==> src/design/scr_pkg.sv <==
`default_nettype none
package scr_pkg;

	localparam int VALUE_W       = 16;
	localparam int CHANNEL_BITS  = 8;
	localparam int FRACTION_BITS = 16;
	localparam int COLOR_W       = 3 * CHANNEL_BITS;
	localparam int CFG_IDX_W     = 3;
	localparam int CFG_DATA_W    = COLOR_W;
	localparam int QUEUE_DEPTH   = 4;
	localparam int QPTR_W        = $clog2(QUEUE_DEPTH);

	localparam logic [CFG_IDX_W-1:0] REG_STOP_MODE   = CFG_IDX_W'(0);
	localparam logic [CFG_IDX_W-1:0] REG_COLOR_START = CFG_IDX_W'(1);
	localparam logic [CFG_IDX_W-1:0] REG_COLOR_MID   = CFG_IDX_W'(2);
	localparam logic [CFG_IDX_W-1:0] REG_COLOR_END   = CFG_IDX_W'(3);
	localparam logic [CFG_IDX_W-1:0] REG_RANGE_LOW   = CFG_IDX_W'(4);
	localparam logic [CFG_IDX_W-1:0] REG_RANGE_HIGH  = CFG_IDX_W'(5);

	localparam logic [CHANNEL_BITS-1:0] CH_HALF = CHANNEL_BITS'(1) << (CHANNEL_BITS - 1);
	localparam logic [COLOR_W-1:0] MID_RESET = {3{CH_HALF}};
	localparam logic [COLOR_W-1:0] END_RESET = {COLOR_W{1'b1}};
	localparam logic [VALUE_W-1:0] HIGH_RESET = VALUE_W'(32767);

	typedef enum logic [1:0] {
		CLS_BELOW,
		CLS_ABOVE,
		CLS_INSIDE
	} cls_t;

	typedef struct packed {
		cls_t               cls;
		logic [VALUE_W-1:0] off;
		logic [VALUE_W-1:0] span;
	} entry_t;

	typedef struct packed {
		logic               stop_mode;
		logic [COLOR_W-1:0] color_start;
		logic [COLOR_W-1:0] color_mid;
		logic [COLOR_W-1:0] color_end;
		logic [VALUE_W-1:0] range_low;
		logic [VALUE_W-1:0] range_high;
	} cfg_t;

	// idx 0 = red (top channel), 1 = green, 2 = blue
	function automatic logic [CHANNEL_BITS-1:0] get_chan(input logic [COLOR_W-1:0] color,
		input int idx);
		get_chan = color[(2 - idx) * CHANNEL_BITS +: CHANNEL_BITS];
	endfunction

endpackage
`default_nettype wire

==> src/design/scr_front.sv <==
`default_nettype none
module scr_front import scr_pkg::*; (
	input  logic [VALUE_W-1:0] value,
	input  cfg_t               cfg,
	output entry_t             entry
);

	logic below;
	logic above;

	always_comb begin
		below = $signed(value) < $signed(cfg.range_low);
		above = !below && ($signed(value) >= $signed(cfg.range_high));
		if (below) begin
			entry.cls = CLS_BELOW;
		end else if (above) begin
			entry.cls = CLS_ABOVE;
		end else begin
			entry.cls = CLS_INSIDE;
		end
		entry.off  = value - cfg.range_low;
		entry.span = cfg.range_high - cfg.range_low;
	end

endmodule
`default_nettype wire

==> src/design/scr_queue.sv <==
`default_nettype none
module scr_queue import scr_pkg::*; (
	input  logic   clk,
	input  logic   arst_n,
	input  logic   push,
	input  entry_t push_entry,
	input  logic   pop,
	output entry_t head,
	output logic   full,
	output logic   empty
);

	entry_t            mem_q [QUEUE_DEPTH];
	logic [QPTR_W-1:0] wr_ptr_q;
	logic [QPTR_W-1:0] rd_ptr_q;
	logic [QPTR_W:0]   count_q;

	assign full  = count_q == (QPTR_W+1)'(QUEUE_DEPTH);
	assign empty = count_q == '0;
	assign head  = mem_q[rd_ptr_q];

	always_ff @(posedge clk or negedge arst_n) begin
		if (!arst_n) begin
			wr_ptr_q <= '0;
			rd_ptr_q <= '0;
			count_q  <= '0;
		end else begin
			if (push) begin
				wr_ptr_q <= wr_ptr_q + 1'b1;
			end
			if (pop) begin
				rd_ptr_q <= rd_ptr_q + 1'b1;
			end
			if (push && !pop) begin
				count_q <= count_q + 1'b1;
			end else if (pop && !push) begin
				count_q <= count_q - 1'b1;
			end
		end
	end

	always_ff @(posedge clk) begin
		if (push) begin
			mem_q[wr_ptr_q] <= push_entry;
		end
	end

endmodule
`default_nettype wire

==> src/design/scr_divider.sv <==
`default_nettype none
module scr_divider import scr_pkg::*; (
	input  logic                     clk,
	input  logic                     arst_n,
	input  logic                     en,
	input  logic                     in_valid,
	input  entry_t                   in_entry,
	output logic                     out_valid,
	output cls_t                     out_cls,
	output logic [FRACTION_BITS-1:0] out_quot
);

	localparam int STAGES = FRACTION_BITS;

	// restoring division, one quotient bit per stage
	logic [STAGES-1:0]        v_s;
	cls_t                     cls_s  [STAGES];
	logic [VALUE_W-1:0]       rem_s  [STAGES];
	logic [VALUE_W-1:0]       dvs_s  [STAGES];
	logic [FRACTION_BITS-1:0] quot_s [STAGES];

	cls_t                     cls_in  [STAGES];
	logic [VALUE_W-1:0]       rem_in  [STAGES];
	logic [VALUE_W-1:0]       dvs_in  [STAGES];
	logic [FRACTION_BITS-1:0] quot_in [STAGES];
	logic [VALUE_W:0]         shifted [STAGES];
	logic [VALUE_W:0]         trial   [STAGES];
	logic [VALUE_W-1:0]       rem_nx  [STAGES];
	logic [FRACTION_BITS-1:0] quot_nx [STAGES];

	always_comb begin
		for (int k = 0; k < STAGES; k++) begin
			if (k == 0) begin
				cls_in[k]  = in_entry.cls;
				rem_in[k]  = in_entry.off;
				dvs_in[k]  = in_entry.span;
				quot_in[k] = '0;
			end else begin
				cls_in[k]  = cls_s[k-1];
				rem_in[k]  = rem_s[k-1];
				dvs_in[k]  = dvs_s[k-1];
				quot_in[k] = quot_s[k-1];
			end
			shifted[k] = {rem_in[k], 1'b0};
			trial[k]   = shifted[k] - {1'b0, dvs_in[k]};
			if (shifted[k] >= {1'b0, dvs_in[k]}) begin
				rem_nx[k]  = trial[k][VALUE_W-1:0];
				quot_nx[k] = {quot_in[k][FRACTION_BITS-2:0], 1'b1};
			end else begin
				rem_nx[k]  = shifted[k][VALUE_W-1:0];
				quot_nx[k] = {quot_in[k][FRACTION_BITS-2:0], 1'b0};
			end
		end
	end

	always_ff @(posedge clk or negedge arst_n) begin
		if (!arst_n) begin
			v_s <= '0;
		end else if (en) begin
			v_s <= {v_s[STAGES-2:0], in_valid};
		end
	end

	always_ff @(posedge clk) begin
		if (en) begin
			for (int k = 0; k < STAGES; k++) begin
				cls_s[k]  <= cls_in[k];
				rem_s[k]  <= rem_nx[k];
				dvs_s[k]  <= dvs_in[k];
				quot_s[k] <= quot_nx[k];
			end
		end
	end

	assign out_valid = v_s[STAGES-1];
	assign out_cls   = cls_s[STAGES-1];
	assign out_quot  = quot_s[STAGES-1];

endmodule
`default_nettype wire

==> src/design/scr_back.sv <==
`default_nettype none
module scr_back import scr_pkg::*; (
	input  logic                     clk,
	input  logic                     arst_n,
	input  cfg_t                     cfg,
	input  logic                     in_valid,
	input  cls_t                     in_cls,
	input  logic [FRACTION_BITS-1:0] in_quot,
	input  logic                     pop,
	output logic                     en,
	output logic                     empty,
	output logic [CHANNEL_BITS-1:0]  red,
	output logic [CHANNEL_BITS-1:0]  green,
	output logic [CHANNEL_BITS-1:0]  blue
);

	localparam int PROD_W = FRACTION_BITS + CHANNEL_BITS + 2;
	localparam logic [PROD_W-1:0] ROUND_HALF = PROD_W'(1) << (FRACTION_BITS - 1);

	logic [CHANNEL_BITS-1:0]        a_sel  [3];
	logic [CHANNEL_BITS-1:0]        b_sel  [3];
	logic [FRACTION_BITS-1:0]       g_sel;
	logic signed [CHANNEL_BITS:0]   diff   [3];
	logic signed [PROD_W-1:0]       prod   [3];
	logic signed [PROD_W-1:0]       sum    [3];
	logic [CHANNEL_BITS-1:0]        chan_o [3];

	logic                           v_s1;
	logic [CHANNEL_BITS-1:0]        a_s1    [3];
	logic signed [PROD_W-1:0]       prod_s1 [3];

	logic                           out_v_q;
	logic [CHANNEL_BITS-1:0]        red_q;
	logic [CHANNEL_BITS-1:0]        green_q;
	logic [CHANNEL_BITS-1:0]        blue_q;

	assign en    = !out_v_q || pop;
	assign empty = !out_v_q;

	// stage 1: segment select and multiply
	always_comb begin
		g_sel = '0;
		for (int c = 0; c < 3; c++) begin
			a_sel[c] = get_chan(cfg.color_start, c);
			b_sel[c] = get_chan(cfg.color_start, c);
		end
		case (in_cls)
			CLS_BELOW: begin
				g_sel = '0;
			end
			CLS_ABOVE: begin
				for (int c = 0; c < 3; c++) begin
					a_sel[c] = get_chan(cfg.color_end, c);
					b_sel[c] = get_chan(cfg.color_end, c);
				end
			end
			CLS_INSIDE: begin
				if (!cfg.stop_mode) begin
					g_sel = in_quot;
					for (int c = 0; c < 3; c++) begin
						b_sel[c] = get_chan(cfg.color_end, c);
					end
				end else if (!in_quot[FRACTION_BITS-1]) begin
					g_sel = {in_quot[FRACTION_BITS-2:0], 1'b0};
					for (int c = 0; c < 3; c++) begin
						b_sel[c] = get_chan(cfg.color_mid, c);
					end
				end else begin
					// 2f - 1: the top bit drops out of the doubled fraction
					g_sel = {in_quot[FRACTION_BITS-2:0], 1'b0};
					for (int c = 0; c < 3; c++) begin
						a_sel[c] = get_chan(cfg.color_mid, c);
						b_sel[c] = get_chan(cfg.color_end, c);
					end
				end
			end
			default: begin
				g_sel = '0;
			end
		endcase
		for (int c = 0; c < 3; c++) begin
			diff[c] = $signed({1'b0, b_sel[c]}) - $signed({1'b0, a_sel[c]});
			prod[c] = PROD_W'($signed({1'b0, g_sel})) * PROD_W'(diff[c]);
		end
	end

	// stage 2: offset, round and clamp
	always_comb begin
		for (int c = 0; c < 3; c++) begin
			sum[c] = $signed({2'b00, a_s1[c], {FRACTION_BITS{1'b0}}}) + prod_s1[c]
				+ $signed(ROUND_HALF);
			if (sum[c][PROD_W-1]) begin
				chan_o[c] = '0;
			end else begin
				chan_o[c] = sum[c][FRACTION_BITS +: CHANNEL_BITS];
			end
		end
	end

	always_ff @(posedge clk or negedge arst_n) begin
		if (!arst_n) begin
			v_s1    <= 1'b0;
			out_v_q <= 1'b0;
		end else if (en) begin
			v_s1    <= in_valid;
			out_v_q <= v_s1;
		end
	end

	always_ff @(posedge clk) begin
		if (en) begin
			for (int c = 0; c < 3; c++) begin
				a_s1[c]    <= a_sel[c];
				prod_s1[c] <= prod[c];
			end
			red_q   <= chan_o[0];
			green_q <= chan_o[1];
			blue_q  <= chan_o[2];
		end
	end

	assign red   = red_q;
	assign green = green_q;
	assign blue  = blue_q;

endmodule
`default_nettype wire

==> src/design/scalar_to_color_ramp_unit.sv <==
// Scalar to colour ramp unit.
// Input queue port: value is taken at a rising edge with push high and full low.
// Result queue port: red/green/blue are valid while empty is low; the
// transaction completes at a rising edge with pop high and empty low.
// Configuration: cfg_index/cfg_data written when cfg_valid is high; cfg_ready
// is always high. Write only while no transaction is in flight.
// Path: an input transaction passes through the front queue, 16 divider stages
// at one quotient bit each and the multiply stage, after which the output
// register presents it. Throughput: one transaction per cycle while results
// are popped, set by the pipelined divider and the single-entry output register.
// Stall: while a result waits unpopped the back end holds; the 4-entry front
// queue absorbs further input, then full rises.
// Reset: queue and pipeline empty, registers at their reset colours and range.
`default_nettype none
module scalar_to_color_ramp_unit import scr_pkg::*; (
	input  logic                    clk,
	input  logic                    arst_n,
	input  logic                    push,
	output logic                    full,
	input  logic [VALUE_W-1:0]      value,
	output logic                    empty,
	input  logic                    pop,
	output logic [CHANNEL_BITS-1:0] red,
	output logic [CHANNEL_BITS-1:0] green,
	output logic [CHANNEL_BITS-1:0] blue,
	input  logic                    cfg_valid,
	output logic                    cfg_ready,
	input  logic [CFG_IDX_W-1:0]    cfg_index,
	input  logic [CFG_DATA_W-1:0]   cfg_data
);

	cfg_t                     cfg_q;
	entry_t                   front_entry;
	entry_t                   q_head;
	logic                     q_full;
	logic                     q_empty;
	logic                     q_pop;
	logic                     back_en;
	logic                     div_valid;
	cls_t                     div_cls;
	logic [FRACTION_BITS-1:0] div_quot;

	assign cfg_ready = 1'b1;
	assign full      = q_full;
	assign q_pop     = back_en && !q_empty;

	always_ff @(posedge clk or negedge arst_n) begin
		if (!arst_n) begin
			cfg_q.stop_mode   <= 1'b0;
			cfg_q.color_start <= '0;
			cfg_q.color_mid   <= MID_RESET;
			cfg_q.color_end   <= END_RESET;
			cfg_q.range_low   <= '0;
			cfg_q.range_high  <= HIGH_RESET;
		end else if (cfg_valid && cfg_ready) begin
			case (cfg_index)
				REG_STOP_MODE:   cfg_q.stop_mode   <= cfg_data[0];
				REG_COLOR_START: cfg_q.color_start <= cfg_data[COLOR_W-1:0];
				REG_COLOR_MID:   cfg_q.color_mid   <= cfg_data[COLOR_W-1:0];
				REG_COLOR_END:   cfg_q.color_end   <= cfg_data[COLOR_W-1:0];
				REG_RANGE_LOW:   cfg_q.range_low   <= cfg_data[VALUE_W-1:0];
				REG_RANGE_HIGH:  cfg_q.range_high  <= cfg_data[VALUE_W-1:0];
				default: begin
				end
			endcase
		end
	end

	scr_front u_front (
		.value (value),
		.cfg   (cfg_q),
		.entry (front_entry)
	);

	scr_queue u_queue (
		.clk        (clk),
		.arst_n     (arst_n),
		.push       (push && !q_full),
		.push_entry (front_entry),
		.pop        (q_pop),
		.head       (q_head),
		.full       (q_full),
		.empty      (q_empty)
	);

	scr_divider u_divider (
		.clk       (clk),
		.arst_n    (arst_n),
		.en        (back_en),
		.in_valid  (!q_empty),
		.in_entry  (q_head),
		.out_valid (div_valid),
		.out_cls   (div_cls),
		.out_quot  (div_quot)
	);

	scr_back u_back (
		.clk      (clk),
		.arst_n   (arst_n),
		.cfg      (cfg_q),
		.in_valid (div_valid),
		.in_cls   (div_cls),
		.in_quot  (div_quot),
		.pop      (pop),
		.en       (back_en),
		.empty    (empty),
		.red      (red),
		.green    (green),
		.blue     (blue)
	);

	a_queue_flags: assert property (@(posedge clk) disable iff (!arst_n)
		!(q_full && q_empty))
		else $error("front queue full and empty together");

	a_stall_holds_div: assert property (@(posedge clk) disable iff (!arst_n)
		!back_en |=> $stable(div_valid) && (!div_valid || $stable(div_quot)))
		else $error("divider moved while back end stalled");

	a_result_holds: assert property (@(posedge clk) disable iff (!arst_n)
		(!empty && !pop) |=> !empty && $stable(red) && $stable(green) && $stable(blue))
		else $error("waiting result changed before it was taken");

	a_no_pop_when_stalled: assert property (@(posedge clk) disable iff (!arst_n)
		(!empty && !pop) |-> !q_pop)
		else $error("front queue drained while result stalled");

endmodule
`default_nettype wire
==> config.mk <==
export PLATFORM = sky130hd
export DESIGN_NAME = scalar_to_color_ramp_unit
export DESIGN_NICKNAME = d
export VERILOG_FILES = /design/src/design/scr_pkg.sv /design/src/design/scr_front.sv /design/src/design/scr_queue.sv /design/src/design/scr_divider.sv /design/src/design/scr_back.sv /design/src/design/scalar_to_color_ramp_unit.sv
export SDC_FILE = /design/constraint.sdc
export NUM_CORES = 2
export LEC_CHECK = 0
export ABC_AREA = 0
export BUFFER_PORTS_ARGS = -buffer_cell sky130_fd_sc_hd__buf_2
export CAP_MARGIN = 0
export CORE_MARGIN = 5
export CORE_UTILIZATION = 25
export CTS_CLUSTER_DIAMETER = 50
export DETAILED_ROUTE_END_ITERATION = 16
export PLACE_DENSITY = 0.45
export SKIP_CTS_REPAIR_TIMING = 1
export SYNTH_ARGS = -nofsm -noshare
export SYNTH_HDL_FRONTEND = slang
export SYNTH_HIERARCHICAL = 1
export SYNTH_SLANG_ARGS = --single-unit
export TNS_END_PERCENT = 30
==> constraint.sdc <==
create_clock -name clk -period 49.1 [get_ports clk]
set_input_delay 0 -clock clk [delete_from_list [all_inputs] [get_ports clk]]
set_output_delay 0 -clock clk [all_outputs]
set_load 0.01 [all_outputs]
==> summary.md <==
| Metric | Value |
|---|---|
| Slew margin rel. | `17.9%` |
| Die Wd | `522 um` |
| CTS root buf | `clkbuf_16` |
| Gp weighted congestion | `just over 0.8` |
| Final WL | `between 150 and 200 mm` |
| Pins Over Slew Limit | `0` |
| CP Max Fanout | `between 40 and 50` |
| Final hold violations | `0` |
| Seq/Total Area, Yosys | `44.7%` |
| Most used DFF post-synth | `edfxtp_1` |
| Initial Utilization | `25.2%` |
| Slew @ Worst Pin | `1.23 ns` |
| Core Area | `260000 sq um` |
| Critical Path Most Common Cell | `fa_1` |
| Crit Path Class | `flop to flop` |
| Fillers | `26900` |
| Arr. time, crit path | `about 11 ns` |
| CTS tree | `yes` |
| Min-delay worst type | `primary input to flop` |
| Post-route clock period utilization | `roughly 21%` |
| Vias in the first global route | `43600` |
| Max-Cap Viols | `0` |
| Layout cells sized above 1 | `approximately 15%` |
| Status | `finished, final reports clean` |
| Synth warn | `6` |
| Number of synthesized flops with an enable pin | `865` |
| Nets | `6637` |
| Via count | `41900` |
| FP Rows | `187` |
| Critical path capture point type | `flop` |
| Critical Path RT | `49.61 ns` |
| GRT overflow | `0` |
| RSZ-0062 raised after global routing | `no` |
| Post-synthesis compound-gate area fraction | `10.0%` |
| Die Ht | `522 um` |
| Syn Nets | `approximately 6500` |
| Synth Instances | `5543` |
| Worst slack, placed | `around 40 ns` |
| Initial antenna violation count | `6` |
| Asr flop ratio synth | `between 10% and 20%` |
| Iter 0 DRT Violations | `~2200` |
| Syn_area_per_cell | `11.8 sq um` |
| Post-Synth XOR/XNOR Area | `3.25%` |
| Minimum clock period | `approximately 10 ns` |
| Die Area | `272000 sq um` |
| Sum Neg Setup Slack | `0 ns` |
| First-pass iteration count of the detailed router | `5` |
| Largest net degree at the start of global routing | `a little over 70` |
| Routed WL per cell | `16.9 um` |
| GRT Total Usage | `11.5%` |
| Hpwl dp | `about 120 mm` |
| Main combinational cell family by area after synthesis | `adder cells` |
| Synth cell types | `113` |
| #FFs+latches synth | `995` |
| Clk pin slew, worst setup/hold paths | `0.06 ns` |
| Longest Clk Path Bufs | `3` |
| Peak Freq | `0.0986 GHz` |
| Crit-path slowest cell | `nor3b_2` |
| Mux contribution to synthesized area | `roughly 7.5%` |
| Vias per cell | `~4.5` |
| CP max stage delay | `0.82 ns` |
| CTS Buf Count | `around 140` |
| # setup viols final | `0` |
| Port Buf Inserts | `73` |
| Post-synthesis simple-gate area fraction | `9.13%` |
| CTS Sinks | `roughly 1000` |
| Global-route wire length before repair | `249 mm` |
| Final ANT Viol Nets | `0` |
| PnR worst setup slack | `about 39 ns` |
| Post-Synth Adder-Cell Area | `20.2%` |
| Clock Skew | `0.0350 ns` |
| IO Pins | `75` |
| Area delta synth->final | `15.2%` |
| H-tree levels | `4` |
| Netlist Area Pre-Place | `about 65000 sq um` |
| Startpoint types | `flop` |
| # DRC | `0` |
| Clk Latency, worst-skew pair | `0.78 ns` |
==> layout by cell type, fill, tap and decap left out, types with 76 or more instances in the layout <==
master,n
a21o_1,92
a21oi_1,293
clkbuf_16,148
dfrtp_1,87
edfxtp_1,865
fa_1,318
ha_1,548
inv_1,687
mux2_2,268
nand2_1,254
nand2b_1,93
nor2_1,440
nor3_1,106
o21a_1,76
o21ai_0,147
xnor2_1,168
==> metal layers <==
metal	part of all wire, %	vias to the layer above	track usage [%]
met3	4.1	274	2.11
met5	0.017	-	0
met4	3.2	4	3.89
met2	48	701	19.5
met1	45	20800	14.8
li1	-	20100	-
==> cell type report <==
cell class,count,area [sq um],share of cell area [%]
multi-input combinational,3708,32900,43.6
sequential,995,29300,38.9
tap,3496,4370,5.80
clock buffer,169,3810,5.06
inverter,687,2580,3.42
timing repair buffer,185,1340,1.78
clock inverter,97,1130,1.49
antenna,1,2.50,0.00332
==> stage by stage <==
step | cell area [sq um] | instances | util, % | hold WS, ns
after floorplan | 65500 | 5543 | - | -0.296
after global routing | 75400 | 9338 | 29.0 | 0.0113
final | 75400 | 9338 | 29.0 | 0.0287
after CTS | 74900 | 9292 | 28.8 | -0.820
after detailed placement | 70000 | 9026 | 26.9 | 0.0533
after global placement | 70000 | 9026 | 26.9 | 0.0554
==> final timing paths <==
check	cells past startpoint	to	slack, ns	startpoint
setup / recovery	32	u_back/prod_s1[0][51]	38.96	u_divider/cls_s[1][14]
hold / removal	5	u_queue/mem_q[2][30]	0.03	value[13]
setup reg to reg	32	u_back/prod_s1[0][51]	38.96	u_divider/cls_s[1][14]
hold reg to reg	0	u_divider/quot_s[1][49]	0.41	u_divider/quot_s[1][32]
max in group asynchronous	4	u_queue/rd_ptr_q[0]	47.64	arst_n
min in group asynchronous	3	cfg_q[13]	0.52	arst_n
==> cells in the mapped netlist (12+ instances only) <==
| library cell | n | share of area (%) |
|---|---|---|
| edfxtp_1 | 865 | 40 |
| inv_1 | 687 | 3.9 |
| ha_1 | 550 | 11 |
| nor2_1 | 440 | 2.5 |
| fa_1 | 318 | 9.7 |
| a21oi_1 | 293 | 2.2 |
| mux2_2 | 268 | 4.6 |
| nand2_1 | 254 | 1.5 |
| xnor2_1 | 168 | 2.2 |
| o21ai_0 | 147 | 1.1 |
| nor3_1 | 106 | 0.81 |
| clkbuf_1 | 103 | 0.59 |
| nand2b_1 | 94 | 0.90 |
| a21o_1 | 92 | 1.1 |
| dfrtp_1 | 88 | 3.4 |
| o21a_1 | 76 | 0.87 |
| xor2_1 | 75 | 1.0 |
| nand3_1 | 59 | 0.45 |
| nor2b_1 | 59 | 0.56 |
| mux2_4 | 55 | 1.3 |
| dfstp_2 | 42 | 1.7 |
| and2_1 | 39 | 0.37 |
| nand4_1 | 38 | 0.36 |
| a211oi_1 | 32 | 0.37 |
| a31oi_1 | 29 | 0.28 |
| mux4_2 | 28 | 0.96 |
| a221oi_1 | 27 | 0.36 |
| a22oi_1 | 26 | 0.30 |
| o31ai_1 | 25 | 0.29 |
| nor4_1 | 24 | 0.23 |
| or3_1 | 24 | 0.23 |
| o211ai_1 | 23 | 0.26 |
| o31a_1 | 20 | 0.27 |
| o21bai_1 | 19 | 0.22 |
| or2_2 | 19 | 0.18 |
| and3_1 | 18 | 0.17 |
| a21boi_0 | 17 | 0.19 |
| buf_2 | 17 | 0.13 |
| mux2i_1 | 17 | 0.26 |
| a211o_1 | 16 | 0.21 |
| buf_6 | 14 | 0.24 |
| o21ai_1 | 13 | 0.099 |
| o2111ai_1 | 12 | 0.16 |
==> kinds of logic after synthesis <==
family                   count (synthesis)
flip-flops                             995
other                                    1
adder cells (fa/ha/maj)                868
AO/OA/AOI/OAI                          976
buffers and inverters                  840
XOR/XNOR                               243
multiplexers                           382
AND/OR/NAND/NOR                       1238
==> critical path, delay by kind of cell (launching register included) <==
| kind | cells | cell delay [ns] |
|---|---|---|
| AND/OR/NAND/NOR | 8 | 2.57 |
| XOR/XNOR | 1 | 0.11 |
| adder cells (fa/ha/maj) | 8 | 3.65 |
| AO/OA/AOI/OAI | 10 | 2.38 |
| buffers and inverters | 5 | 0.73 |
| flip-flops | 1 | 0.39 |
==> sequential cells by signal, indices dropped and copies added (netlist names) <==
name and flops:
u_queue/mem_q 136, u_queue/count_q 3, u_queue/rd_ptr_q 2, u_divider/v_s 16, cfg_q 105, u_queue/wr_ptr_q 2, u_back/out_v_q 1, u_divider/rem_s 240
u_divider/dvs_s 240, u_back/v_s1 1, u_back/blue 8, u_back/green 8, u_divider/quot_s 136, u_back/red 8, u_back/a_s1 24, u_divider/cls_s 32
u_back/prod_s1 33
Power is left out: the tool's default activity adds up to more than one toggle a clock period on the data nets, which glitch-free logic cannot reach.
